### src/sv/lsf_pkg.sv
// Types and constants shared by the least squares line fit modules.
`default_nettype none

package lsf_pkg;

	localparam int MAX_POINTS  = 64;
	localparam int CNT_W       = $clog2(MAX_POINTS + 2);
	localparam int LOG_N       = $clog2(MAX_POINTS);
	localparam int SX_W        = 16 + LOG_N;
	localparam int SXX_W       = 32 + LOG_N;
	localparam int D_W         = CNT_W + SXX_W + 1;
	localparam int NUM_W       = SX_W + 33;
	localparam int DIV_W       = D_W + 17;
	localparam int DCNT_W      = $clog2(DIV_W);
	localparam int Q_W         = 33;
	localparam int MA_W        = (SXX_W >= 35) ? SXX_W : 35;
	localparam int MB_W        = (SX_W >= 33) ? SX_W : 33;
	localparam int P_W         = MA_W + MB_W;
	localparam int QUEUE_DEPTH = 2;
	localparam int PTR_W       = $clog2(QUEUE_DEPTH);
	localparam int QCNT_W      = $clog2(QUEUE_DEPTH + 1);

	typedef enum logic [1:0] {
		ST_OK       = 2'd0,
		ST_X_FLAT   = 2'd1,
		ST_Y_FLAT   = 2'd2,
		ST_TOO_MANY = 2'd3
	} fit_status_t;

	typedef struct packed {
		logic signed [15:0] sample_x;
		logic signed [15:0] sample_y;
		logic               last_point;
	} sample_t;

	typedef struct packed {
		logic signed [31:0] slope;
		logic signed [31:0] intercept;
		logic signed [15:0] correlation;
		fit_status_t        fit_status;
	} result_t;

	typedef struct packed {
		logic [CNT_W-1:0]        n;
		logic signed [SX_W-1:0]  sx;
		logic signed [SX_W-1:0]  sy;
		logic signed [SXX_W-1:0] sxy;
		logic signed [SXX_W-1:0] sxx;
		logic signed [SXX_W-1:0] syy;
	} sums_t;

endpackage

`default_nettype wire

### src/sv/lsf_queue.sv
// Short queue of completed point sets between the front end and the back end.
`default_nettype none

module lsf_queue import lsf_pkg::*; (
	input  logic  clk,
	input  logic  arst_n,
	input  logic  push,
	input  sums_t din,
	input  logic  pop,
	output sums_t dout,
	output logic  full,
	output logic  empty
);

	sums_t             mem_q [QUEUE_DEPTH];
	logic [PTR_W-1:0]  wr_ptr_q;
	logic [PTR_W-1:0]  rd_ptr_q;
	logic [QCNT_W-1:0] cnt_q;

	assign full  = (cnt_q == QCNT_W'(QUEUE_DEPTH));
	assign empty = (cnt_q == '0);
	assign dout  = mem_q[rd_ptr_q];

	always_ff @(posedge clk) begin
		if (push) begin
			mem_q[wr_ptr_q] <= din;
		end
	end

	always_ff @(posedge clk or negedge arst_n) begin
		if (!arst_n) begin
			wr_ptr_q <= '0;
			rd_ptr_q <= '0;
			cnt_q    <= '0;
		end else begin
			if (push) begin
				wr_ptr_q <= (wr_ptr_q == PTR_W'(QUEUE_DEPTH - 1)) ? '0 : wr_ptr_q + 1'b1;
			end
			if (pop) begin
				rd_ptr_q <= (rd_ptr_q == PTR_W'(QUEUE_DEPTH - 1)) ? '0 : rd_ptr_q + 1'b1;
			end
			if (push && !pop) begin
				cnt_q <= cnt_q + 1'b1;
			end else if (pop && !push) begin
				cnt_q <= cnt_q - 1'b1;
			end
		end
	end

endmodule

`default_nettype wire

### config.mk
export PLATFORM = sky130hd
export DESIGN_NAME = lsf_queue
export DESIGN_NICKNAME = d
export VERILOG_FILES = /design/src/sv/lsf_pkg.sv /design/src/sv/lsf_queue.sv
export SDC_FILE = /design/constraint.sdc
export NUM_CORES = 1
export LEC_CHECK = 0
export ABC_AREA = 1
export BUFFER_PORTS_ARGS = -buffer_cell sky130_fd_sc_hd__buf_2
export CAP_MARGIN = 20
export CORE_ASPECT_RATIO = 0.9
export CORE_MARGIN = 2
export CORE_UTILIZATION = 45
export CTS_BUF_LIST = sky130_fd_sc_hd__clkbuf_4 sky130_fd_sc_hd__clkbuf_8
export CTS_CLUSTER_DIAMETER = 120
export CTS_CLUSTER_SIZE = 28
export DETAILED_ROUTE_END_ITERATION = 7
export PLACE_DENSITY = 0.8
export SLEW_MARGIN = 20
export SYNTH_ARGS = -nofsm -noshare
export SYNTH_HDL_FRONTEND = slang
export SYNTH_SLANG_ARGS = --single-unit
### constraint.sdc
create_clock -name clk -period 9.2 [get_ports clk]
set_clock_uncertainty 0.2 [all_clocks]
set_input_delay 2.3 -clock clk [delete_from_list [all_inputs] [get_ports clk]]
set_output_delay 2.3 -clock clk [all_outputs]
set_load 0.03 [all_outputs]
# Word level (Yosys, flattened, before mapping)
# Memories as Yosys holds them, arrays and structs flattened.
# Cells that the tools add are included.
[word_totals] reg_bits=4 mem_bits_rw=330 in_bits=169 output_inout_bits=167 word_cells=21 n_memories=1
[classes] add_sub_neg=4 eq_ne=1 muxes=6 n_reduce_logical=6
[mem_list] name="mem_q" words=2 width=165 rd=1 rd_ports_with_merged_regs=0 write_ports=1 line="lsf_queue.sv:15" text="sums_t mem_q [QUEUE_DEPTH];"
[ops] operator="two-way mux 1 bit" n=4
[ops] operator="two-way mux 2 bit" n=2
[ops] operator="adder 1 bit (second input constant)" n=2
[ops] operator="adder 2 x 1 -> 2 bit (second input constant)" n=1
[ops] operator="equality test 2 bit (second input constant)" n=1
[ops] operator="logical AND 1 bit" n=2
[ops] operator="zero test 1 bit" n=2
[ops] operator="zero test 2 bit" n=1
[ops] operator="nonzero test 2 bit" n=1
[ops] operator="subtractor 2 x 1 -> 2 bit (second input constant)" n=1

# Longest topological paths before layout
[logic_depth] word_depth=4 depth_mapped=7 mapped_depth_nobuf=7

# Worst setup path before layout
# Ideal clock, no wire load.
[synth_timing] path_type="input to register" startpoint="input port push" endpoint="memory mem_q[0][0] (netlist name) (enable)" setup_time_ns=0.697 arrival_ns=9.237 required_time_ns=8.303 setup_slack_ns=-0.934 stages=2 n_path_buf=0 path_cell_list="inv_1 -> nor2_1"
[synth_between] elab_chain_len=2
[synth_rtl] element="start, declared" line="lsf_queue.sv:7" text="input logic push,"
[synth_rtl] element="two-way mux 1 bit" line="lsf_queue.sv:25" text="if (push) begin"
[synth_rtl] element="two-way mux 1 bit (implied by the code)" line="lsf_queue.sv:26" text="mem_q[wr_ptr_q] <= din;"
[synth_rtl] element="end, declared" line="lsf_queue.sv:15"
# No other way between the ends.

==> metrics.log <==
INFO  metric synth.yosys.seq_area_share = 82.34%
INFO  metric cts_tree = built
INFO  metric area_growth = 18.66%
INFO  metric cts.reportedPaths.clkPinSlew = 150 ps
INFO  metric grt_overflow = 0
INFO  metric clockRootBuffer = sky130_fd_sc_hd__clkbuf_8
INFO  metric finalWeightedCongestion = 0.7566
INFO  metric syn_area_per_cell = 22.60 µm²
INFO  metric critical_path_arrival = 2730 ps
INFO  metric power_density = 307.2 nW/µm²
INFO  metric setup_viol = 0
INFO  metric endpoint_kind = output port
INFO  metric ctsHoldBuffers = 0
INFO  metric post-cts-setup-buffers = 0
INFO  metric routed.top_layer = met5
INFO  metric clk_latency = 550 ps
INFO  metric seq_power_share = 47.3%
INFO  metric relSlewSlack = 30.08%
INFO  metric clock.fmax = 191.2 MHz
INFO  metric critical_path_peak_fanout = 77
INFO  metric cp_data_required_time = 6700 ps
INFO  metric first_global_vias = 6,272
INFO  metric route.layer.met1.wl = 8802 µm
INFO  metric syn_area = 12,160 µm²
INFO  metric critPathLaunchType = flip-flop
INFO  metric finalMaxSlewViolations = 0
INFO  metric placement_rows = 57
INFO  metric postSynthRegisterBits = 334
INFO  metric combPwrFrac = 39.5%
INFO  metric detailroute.via_count = 6,061
INFO  metric drc_errors = 0
INFO  metric ctsLongestPathBuffers = 3
INFO  metric detail_route.iter0.violations = 429
INFO  metric min-delay-path-class = reg2reg
INFO  metric startpoint_to_endpoint_class_of_the_critical_path = reg2out
INFO  metric start_util = 45.45%
INFO  metric vias_cell = 4.884
INFO  metric htreeDepth = 1
INFO  metric routed_wire_length_per_instance = 18.17 µm
INFO  metric final_hold_viol_count = 0
INFO  metric final_cells = 1,241
INFO  metric dr.pass1.iters = 4
INFO  metric numPortBuffers = 335
INFO  metric initial_antenna_violation_count = 6
INFO  metric dieWidth = 177.3 µm
INFO  metric timing_worst_slew_pin_value = 1049 ps
INFO  metric synth_cell_type_count = 14
INFO  metric met2_length = 11,440 µm
INFO  metric met3_wirelength = 1659 µm
INFO  metric share_of_total_power_in_the_clock_network = 13.2%
INFO  metric detailed_route_wl = 22,550 µm
INFO  metric final_layout_size_suffix_gt1_share = 60.09%
INFO  metric net_load_switching_power = 1.653 mW
INFO  metric drv_cap = 0
INFO  metric io-pin-count = 336
INFO  metric rsz0062_at_grt = no
INFO  metric synth_fp_nets = 708
INFO  metric dieArea = 28,350 µm²
INFO  metric most-common-layout-cells = 335 x sky130_fd_sc_hd__buf_2, 330 x sky130_fd_sc_hd__edfxtp_1, 165 x sky130_fd_sc_hd__mux2_2
INFO  metric timing.setup.tns = 0 ps
INFO  metric mostFrequentLayoutCell = sky130_fd_sc_hd__buf_2
INFO  metric worst-r2r-setup-slack = 6400 ps
INFO  metric die_height = 159.9 µm
INFO  metric result_of_the_run = completed
INFO  metric grt_start_max_net_pins = 100
INFO  metric inserted_clock_buffers = 15
INFO  metric cellLeakagePower = 5.349 nW
INFO  metric dpl.cell_count = 1,214
INFO  metric hold-worst-slack = 350.9 ps
INFO  metric postSynthCellCount = 538
INFO  metric n_fill_cell = 2,136
INFO  metric critPathLaunch = rd_ptr_q$_DFFE_PN0P_
INFO  metric ys.warnings.count = 0
INFO  metric final.min_clock_period = 5229 ps
INFO  metric design.core.area = 26,740 µm²
INFO  metric final_net_count = 1,047
INFO  metric cts.sink_count = 334
INFO  metric cts-resized-gates = 0
INFO  metric drt.antenna.violating_nets = 0
INFO  metric detailed_place_hpwl = 15,160 µm
INFO  metric grt_first_pass_wirelength = 33,040 µm
INFO  metric min_period_over_period = 56.84%
INFO  metric vdd_drop_max = 429.6 µV
INFO  metric hold_start = cnt_q[1]$_DFFE_PN0P_
INFO  metric cell_internal_pwr = 2.779 mW
INFO  metric groute.usage.overall = 15.01%
INFO  metric worstReg2RegStart = wr_ptr_q$_DFFE_PN0P_
INFO  metric swShare = 37.30%
-- through the flow --
step | util (%) | total power, mW | setup slack, ps | instance area (µm²)
floorplan | - | 3.496 | 1946 | 12160
global placement | 52.90 | 3.874 | 4407 | 14150
detailed placement | 52.90 | 3.904 | 4433 | 14150
CTS | 53.89 | 4.486 | 3911 | 14410
global route | 53.93 | 4.624 | 3813 | 14420
finish | 53.94 | 4.432 | 3971 | 14430
-- worst max-delay path: stages (launching register included) --
cell and delay (ps):
sky130_fd_sc_hd__dfrtp_4 630, sky130_fd_sc_hd__buf_4 810, sky130_fd_sc_hd__mux2_2 440, sky130_fd_sc_hd__buf_2 180
-- layout make-up --
class | count | area (µm²) | area share [%]
Antenna cell | 5 | 12.51 | 0.08674
Timing Repair Buffer | 340 | 1714 | 11.88
Inverter | 7 | 31.28 | 0.2168
Clock inverter | 1 | 7.507 | 0.05204
Multi-Input combinational cell | 179 | 1946 | 13.49
Tap cell | 354 | 442.9 | 3.071
Sequential cell | 334 | 10010 | 69.42
Clock buffer | 21 | 257.7 | 1.787
-- per-layer routing --
layer / vias to the layer above / track usage (%)
met5: - / 0
met4: 2 / 5.328
met3: 39 / 3.881
met2: 244 / 26.03
met1: 2982 / 18.13
li1: 2794 / -
-- worst paths after layout --
kind | end | cells past startpoint
max | dout[7] | 3
min | cnt_q[1]$_DFFE_PN0P_ | 2
max reg2reg | mem_q[1][39]$_DFFE_PP_ | 3
min reg2reg | cnt_q[1]$_DFFE_PN0P_ | 2
max in group asynchronous | rd_ptr_q$_DFFE_PN0P_ | 1
min in group asynchronous | cnt_q[1]$_DFFE_PN0P_ | 1
-- registers in the layout, summed over array words and instances, names as in the netlist --
| signal | count |
|---|---|
| cnt_q | 2 |
| mem_q | 330 |
| rd_ptr_q | 1 |
| wr_ptr_q | 1 |
-- synthesized netlist by cell type --
cell | number | area, µm²
sky130_fd_sc_hd__nand2_1 | 5 | 18.77
sky130_fd_sc_hd__ha_1 | 1 | 12.51
sky130_fd_sc_hd__nand3_1 | 1 | 5.000
sky130_fd_sc_hd__buf_6 | 14 | 157.7
sky130_fd_sc_hd__nand4_1 | 1 | 6.260
sky130_fd_sc_hd__xnor2_1 | 1 | 8.760
sky130_fd_sc_hd__dfrtp_1 | 4 | 100.1
sky130_fd_sc_hd__buf_4 | 2 | 15.01
sky130_fd_sc_hd__nor2_1 | 3 | 11.26
sky130_fd_sc_hd__xor2_1 | 2 | 17.52
sky130_fd_sc_hd__inv_1 | 7 | 26.28
sky130_fd_sc_hd__edfxtp_1 | 330 | 9910
sky130_fd_sc_hd__mux2_2 | 165 | 1858
sky130_fd_sc_hd__buf_2 | 2 | 10.01
-- logic make-up after synthesis --
group / Yosys count / synth area share [%]
simple gates: 10 / 0.3396
mux: 165 / 15.28
xor+xnor: 3 / 0.2162
buf+inv: 25 / 1.719
flops: 334 / 82.34
fa+ha+maj: 1 / 0.1029
-- power by group through the flow --
stage	Clock [mW]	Combinational, mW	Sequential, mW
2_1_floorplan	0	1.36	2.14
3_3_place_gp	0	1.76	2.12
3_5_place_dp	0	1.77	2.14
4_1_cts	0.610	1.77	2.10
5_1_grt	0.652	1.85	2.12
6_report	0.584	1.75	2.10
Note: power is estimated with default switching activity, not from simulation.
