**src/sv/lsf_pkg.sv**
```systemverilog
// Types and constants shared by the least squares line fit modules.
`default_nettype none

package lsf_pkg;

	localparam int MAX_POINTS  = 64;
	localparam int CNT_W       = $clog2(MAX_POINTS + 2);
	localparam int LOG_N       = $clog2(MAX_POINTS);
	localparam int SX_W        = 16 + LOG_N;
	localparam int SXX_W       = 32 + LOG_N;
	localparam int D_W         = CNT_W + SXX_W + 1;
	localparam int NUM_W       = SX_W + 33;
	localparam int DIV_W       = D_W + 17;
	localparam int DCNT_W      = $clog2(DIV_W);
	localparam int Q_W         = 33;
	localparam int MA_W        = (SXX_W >= 35) ? SXX_W : 35;
	localparam int MB_W        = (SX_W >= 33) ? SX_W : 33;
	localparam int P_W         = MA_W + MB_W;
	localparam int QUEUE_DEPTH = 2;
	localparam int PTR_W       = $clog2(QUEUE_DEPTH);
	localparam int QCNT_W      = $clog2(QUEUE_DEPTH + 1);

	typedef enum logic [1:0] {
		ST_OK       = 2'd0,
		ST_X_FLAT   = 2'd1,
		ST_Y_FLAT   = 2'd2,
		ST_TOO_MANY = 2'd3
	} fit_status_t;

	typedef struct packed {
		logic signed [15:0] sample_x;
		logic signed [15:0] sample_y;
		logic               last_point;
	} sample_t;

	typedef struct packed {
		logic signed [31:0] slope;
		logic signed [31:0] intercept;
		logic signed [15:0] correlation;
		fit_status_t        fit_status;
	} result_t;

	typedef struct packed {
		logic [CNT_W-1:0]        n;
		logic signed [SX_W-1:0]  sx;
		logic signed [SX_W-1:0]  sy;
		logic signed [SXX_W-1:0] sxy;
		logic signed [SXX_W-1:0] sxx;
		logic signed [SXX_W-1:0] syy;
	} sums_t;

endpackage

`default_nettype wire

```
**src/sv/lsf_front.sv**
```systemverilog
// Front end: accepts samples and accumulates the point count and the five sums.
`default_nettype none

module lsf_front import lsf_pkg::*; (
	input  logic    clk,
	input  logic    arst_n,
	input  logic    start,
	input  sample_t sample,
	input  logic    full,
	output logic    push,
	output sums_t   sums
);

	sums_t              sums_q;
	sums_t              nxt;
	logic               accept;
	logic signed [31:0] pxy;
	logic signed [31:0] pxx;
	logic signed [31:0] pyy;

	assign accept = start && !full;
	assign pxy    = sample.sample_x * sample.sample_y;
	assign pxx    = sample.sample_x * sample.sample_x;
	assign pyy    = sample.sample_y * sample.sample_y;

	always_comb begin
		nxt = sums_q;
		if (sums_q.n < CNT_W'(MAX_POINTS)) begin
			nxt.n   = sums_q.n + 1'b1;
			nxt.sx  = sums_q.sx + {{(SX_W-16){sample.sample_x[15]}}, sample.sample_x};
			nxt.sy  = sums_q.sy + {{(SX_W-16){sample.sample_y[15]}}, sample.sample_y};
			nxt.sxy = sums_q.sxy + {{(SXX_W-32){pxy[31]}}, pxy};
			nxt.sxx = sums_q.sxx + {{(SXX_W-32){pxx[31]}}, pxx};
			nxt.syy = sums_q.syy + {{(SXX_W-32){pyy[31]}}, pyy};
		end else begin
			nxt.n = CNT_W'(MAX_POINTS + 1);
		end
	end

	assign push = accept && sample.last_point;
	assign sums = nxt;

	always_ff @(posedge clk or negedge arst_n) begin
		if (!arst_n) begin
			sums_q <= '0;
		end else if (accept) begin
			if (sample.last_point) begin
				sums_q <= '0;
			end else begin
				sums_q <= nxt;
			end
		end
	end

endmodule

`default_nettype wire

```
**config.mk**
```make
export PLATFORM = sky130hd
export DESIGN_NAME = lsf_front
export DESIGN_NICKNAME = d
export VERILOG_FILES = /design/src/sv/lsf_pkg.sv /design/src/sv/lsf_front.sv
export SDC_FILE = /design/constraint.sdc
export NUM_CORES = 2
export LEC_CHECK = 0
export BUFFER_PORTS_ARGS = -buffer_cell sky130_fd_sc_hd__buf_2
export CAP_MARGIN = 15
export CORE_MARGIN = 3
export CORE_UTILIZATION = 40
export CTS_CLUSTER_DIAMETER = 60
export DETAILED_ROUTE_END_ITERATION = 10
export PLACE_DENSITY = 0.64
export SYNTH_ARGS = -nofsm -noshare
export SYNTH_HDL_FRONTEND = slang
export SYNTH_SLANG_ARGS = --single-unit
```
**constraint.sdc**
```tcl
create_clock -name clk -period 10.09 [get_ports clk]
set_input_delay 0 -clock clk [delete_from_list [all_inputs] [get_ports clk]]
set_output_delay 0 -clock clk [all_outputs]
set_load 0.02 [all_outputs]
```
**After elaboration in Yosys (flattened, before gate mapping)**

Index checks and enable logic that the tools add are counted.

- Magnitude comparators: 1
- $mul: 3
- Add/sub/neg operators: 6
- Reductions and logical operators: 3
- Muxes and demuxes: 3

Operators with widths:

| cell | number |
|---|---|
| 2-to-1 mux 165 bit | 1 |
| 2-to-1 mux 158 bit | 1 |
| adder 38 bit | 3 |
| multiplier 16 x 16 -> 32 bit | 3 |
| adder 22 bit | 2 |
| adder 7 x 1 -> 7 bit, second input constant | 1 |
| < comparator 7 bit, second input constant | 1 |
| 2-to-1 mux 7 bit | 1 |
| logical AND 1 bit | 2 |
| zero test 1 bit | 1 |

- Flip-flop bits (word level): 165
- Logic and storage cells: 22
- Output and inout bits: 166
- Input port bits: 37

**Longest topological paths before layout**

- Word-level depth: 4
- Depth in mapped cells: 37
- Gate-level depth less buffers: 35

**Worst setup path before layout**

No wires, ideal clock.

- Path kind: input to register
- Start: input sample[16] in the netlist's numbering
- End: register sums_q[33] in the netlist's numbering
- Slack: 1815 ps
- Required time: 10022 ps
- Cell stages on the path: 34
- Arrival time: 8207 ps
- Setup time: 68 ps
- Path buffers: 3
- Cells stage by stage: clkbuf_1 > clkinv_1 > clkbuf_1 > nor2_1 > fa_1 > inv_1 > fa_1 > inv_1 > fa_1 > fa_1 > fa_1 > inv_1 > fa_1 > inv_1 > ha_1 > clkbuf_1 > inv_1 > o21bai_1 > a21oi_1 > nor2b_1 > nor3_1 > o31ai_1 > a221o_1 > a21bo_2 > xor2_1 > ha_1 > a21oi_1 > nor2b_1 > or4_1 > o211ai_2 > or2b_1 > xnor2_1 > o21ai_0 > a22o_1

RTL lines:

| item | line | text |
|---|---|---|
| start: declaration | lsf_front.sv:8 | `input sample_t sample,` |
| end signal: assignment | lsf_front.sv:50 | `sums_q <= nxt;` |
| end: declaration | lsf_front.sv:14 | `sums_t sums_q;` |

==> metrics.json <==
{
  "run_status": {
    "outcome": "completed"
  },
  "clock_network": {
    "cts-buffers-inserted": 17,
    "cts-htree-levels": 4,
    "cts_hold_repair.buffers": 1,
    "cts.path.max_buffers": 2,
    "cts_tree": "yes",
    "cts_num_sinks": 165,
    "worst_setup_hold_path_clk_slew_ns": 0.08,
    "post_cts_buffers": 0,
    "clock_tree.root_cell": "sky130_fd_sc_hd__clkbuf_16",
    "postCtsResizedCells": 0,
    "clk-insertion-delay-late_ns": 0.47
  },
  "yosys": {
    "yosys-top-cells-area": "sky130_fd_sc_hd__fa_1 35%, sky130_fd_sc_hd__ha_1 12%, sky130_fd_sc_hd__dfrtp_1 9.7%",
    "yosys_warnings": 0,
    "synthesis.area_sq_um": 42640,
    "asyncSetResetFlopFracSynth_pct": 100.0,
    "synth_seq_area_share_pct": 9.683,
    "synth_top_cell_by_area": "sky130_fd_sc_hd__fa_1",
    "count_of_flip_flops_with_a_built_in_enable_after_synthesis": 0,
    "main_combinational_cell_family_by_area_after_synthesis": "adder cells",
    "synthFlopType": "sky130_fd_sc_hd__dfrtp_1",
    "synthesis.nets": 6079,
    "post_synth.cell_area_avg_sq_um": 8.723,
    "synthXorXnorAreaFrac_pct": 5.238,
    "synth_cell_types": 84,
    "post-synth-top-area-fraction_pct": 34.51,
    "synth-adder-area-share_pct": 46.80,
    "synth-simple-area-share_pct": 12.62,
    "syn_inst": 4888,
    "yosys_register_bits": 165,
    "yosys-mux-area-fraction_pct": 0.5693,
    "synth_compound_gate_area_share_pct": 14.54
  },
  "global_route": {
    "grt.overflow.total": 0,
    "pin_count_of_the_biggest_net_entering_global_routing": 108,
    "globalRouteTotalUtil_pct": 22.12,
    "vias_in_the_first_global_route": 34992,
    "grt_first_pass_wirelength_microns": 194400,
    "number_of_antenna_violations_at_the_first_check_in_global_routing": 10
  },
  "sta": {
    "fin_tns_setup_ns": 0,
    "setup_failing_eps_final": 0,
    "final_min_period_over_clock_period_pct": 90.17,
    "maxSlewHeadroom_pct": 32.26,
    "grt_setup_unrepaired": "no",
    "timing.fmax_mhz": 109.9,
    "tightestPinTransition_ns": 1.016,
    "setup_skew_after_layout_ns": 0.01640,
    "final-max-slew-violation-count": 0,
    "hold_violations": 0,
    "period_minus_slack_ns": 9.098
  },
  "worst_setup_path": {
    "timing.critical_path.from": "sample[3]",
    "worst_ep_required_time_ns": 10.09,
    "worst_setup_path_endpoint": "sums[37]",
    "regToRegEndpoint": "sums_q[134]$_DFFE_PN0P_",
    "category_of_the_worst_setup_path_capture_point": "output pin",
    "timing.critical_path.slowest_stage_cell": "sky130_fd_sc_hd__fa_1",
    "crit-reg2reg-launch": "sums_q[114]$_DFFE_PN0P_",
    "worst_ep_arrival_ns": 9.10,
    "r2r_cells": 13,
    "crit_path_max_fanout": 16,
    "crit_type": "in -> out",
    "cpPeakStageDelay_ns": 0.59,
    "worst_setup_path_start_kind": "input port",
    "regToRegSetupSlack_ns": 6.59
  },
  "cells_and_area": {
    "area_delta_synth_final_pct": 7.048,
    "max_flop_register": "sums_q",
    "area_of_the_multi_input_gates_sq_um": 34030,
    "layout_top_registers": "sums_q: 165 flops",
    "largest_register_ffs": 165,
    "sequential_cell_area_sq_um": 4133,
    "fillers": 10417,
    "share_of_cells_above_drive_strength_1_pct": 6.853,
    "final_net_count": 6154
  },
  "route": {
    "vias_per_cell": 5.301,
    "route.detailed.drc": 0,
    "drt_pre_antenna_iters": 6,
    "ant_nets": 0,
    "detail_route.iter0.violations": 2116,
    "routed_wire_length_per_instance_microns": 19.07,
    "routed_wl_microns": 121400,
    "via_count": 33756
  },
  "floorplanning": {
    "ios": 203,
    "chipHeight_microns": 332.5,
    "initial_utilization_pct": 40.39,
    "std_cell_rows": 119,
    "die_width_microns": 332.5,
    "die-area_sq_um": 110600,
    "core_area_sq_um": 105600
  },
  "placement": {
    "port_buffers": 202,
    "place_congestion": 0.9057,
    "post-dp-hpwl_microns": 95960
  },
  "hold_path": {
    "hold_path_startpoint": "sample[0]",
    "timing.hold.worst.class": "in -> reg"
  },
  "run": {
    "maxCapViolations": 0
  }
}
## critical path, delay by kind of cell
kind            cells  cell delay (ns)
compound gates      6             1.36
buf+inv             8             1.76
xor+xnor            2             0.51
simple gates        6             1.73
fa+ha+maj           8             3.73
## per-stage QoR
| step | hold slack [ns] | area [sq um] | worst slack [ns] | instances | utilization [%] |
|---|---|---|---|---|---|
| finish | 0.07155 | 45650 | 0.9916 | 6368 | 43.24 |
| floorplan | -0.2956 | 42640 | 1.815 | 4888 | - |
| detailed placement | 0.1273 | 45070 | 1.021 | 6334 | 42.69 |
| global placement | 0.1237 | 45070 | 1.116 | 6334 | 42.69 |
| global route | 0.07030 | 45640 | 0.5329 | 6367 | 43.24 |
| CTS | 0.05257 | 45640 | 1.042 | 6367 | 43.24 |
## layer usage
metal | vias up | wire length (microns) | GRT usage, %
li1 | 15722 | - | -
met1 | 16965 | 50520 | 28.34
met2 | 876 | 61530 | 39.67
met3 | 191 | 5578 | 2.261
met4 | 2 | 3776 | 6.068
met5 | - | 13 | 0
## kinds of logic after synthesis
| group | Yosys count |
|---|---|
| buf+inv | 1198 |
| simple gates | 1163 |
| fa+ha+maj | 1154 |
| compound gates | 931 |
| xor+xnor | 255 |
| flops | 165 |
| mux | 22 |
## cells in the mapped netlist, types with 8 or more instances
cell / count
sky130_fd_sc_hd__a211oi_1: 19
sky130_fd_sc_hd__a21o_1: 100
sky130_fd_sc_hd__a21oi_1: 185
sky130_fd_sc_hd__a22o_1: 118
sky130_fd_sc_hd__a31o_2: 8
sky130_fd_sc_hd__a31oi_1: 25
sky130_fd_sc_hd__and2_1: 179
sky130_fd_sc_hd__and3_1: 23
sky130_fd_sc_hd__buf_1: 11
sky130_fd_sc_hd__clkbuf_1: 186
sky130_fd_sc_hd__dfrtp_1: 165
sky130_fd_sc_hd__fa_1: 735
sky130_fd_sc_hd__ha_1: 419
sky130_fd_sc_hd__inv_1: 993
sky130_fd_sc_hd__mux2_2: 18
sky130_fd_sc_hd__nand2_1: 552
sky130_fd_sc_hd__nand2b_1: 35
sky130_fd_sc_hd__nand3_1: 39
sky130_fd_sc_hd__nand4_1: 23
sky130_fd_sc_hd__nor2_1: 188
sky130_fd_sc_hd__nor2b_1: 20
sky130_fd_sc_hd__nor3_1: 43
sky130_fd_sc_hd__o2111ai_1: 9
sky130_fd_sc_hd__o211ai_1: 16
sky130_fd_sc_hd__o21a_1: 46
sky130_fd_sc_hd__o21ai_0: 244
sky130_fd_sc_hd__o21ai_1: 8
sky130_fd_sc_hd__o21bai_1: 36
sky130_fd_sc_hd__o221ai_1: 19
sky130_fd_sc_hd__o31ai_1: 23
sky130_fd_sc_hd__or2_2: 12
sky130_fd_sc_hd__or3_1: 16
sky130_fd_sc_hd__xnor2_1: 169
sky130_fd_sc_hd__xor2_1: 86
## placed cells by master, fill, tap and decap left out, drive strengths merged, types with 16 or more instances in the layout
| cell | instances |
|---|---|
| inv | 997 |
| fa | 735 |
| nand2 | 552 |
| ha | 419 |
| buf | 253 |
| o21ai | 252 |
| nor2 | 188 |
| a21oi | 186 |
| and2 | 180 |
| xnor2 | 169 |
| dfrtp | 165 |
| a22o | 118 |
| a21o | 100 |
| xor2 | 86 |
| o21a | 46 |
| nor3 | 44 |
| nand3 | 39 |
| o21bai | 36 |
| nand2b | 35 |
| a31oi | 25 |
| and3 | 23 |
| o31ai | 23 |
| nand4 | 23 |
| a211oi | 21 |
| nor2b | 20 |
| o221ai | 19 |
| clkbuf | 19 |
| mux2 | 18 |
| o211ai | 17 |
| or3 | 16 |
## how the worst min path moves through the flow
stage / to / slack (ns) / depth (start not counted)
detailed placement: sums_q[55]$_DFFE_PN0P_ / 0.13 / 1
CTS: sums_q[108]$_DFFE_PN0P_ / 0.05 / 3
global placement: sums_q[55]$_DFFE_PN0P_ / 0.12 / 1
floorplan: sums_q[0]$_DFFE_PN0P_ / -0.30 / 0
global route: sums_q[159]$_DFFE_PN0P_ / 0.07 / 3
finish: sums_q[108]$_DFFE_PN0P_ / 0.07 / 3
## cell type report
class | instances | share of cell area (%)
inverter | 1000 | 8.223
sequential | 165 | 9.054
clock inverter | 13 | 0.2686
tap | 1391 | 3.813
antenna | 1 | 0.005482
clock buffer | 19 | 0.9704
multi-input combinational | 3525 | 74.55
timing repair buffer | 254 | 3.117
Power is left out: the tool's default activity adds up to more than one toggle a clock period on the data nets, which glitch-free logic cannot reach.
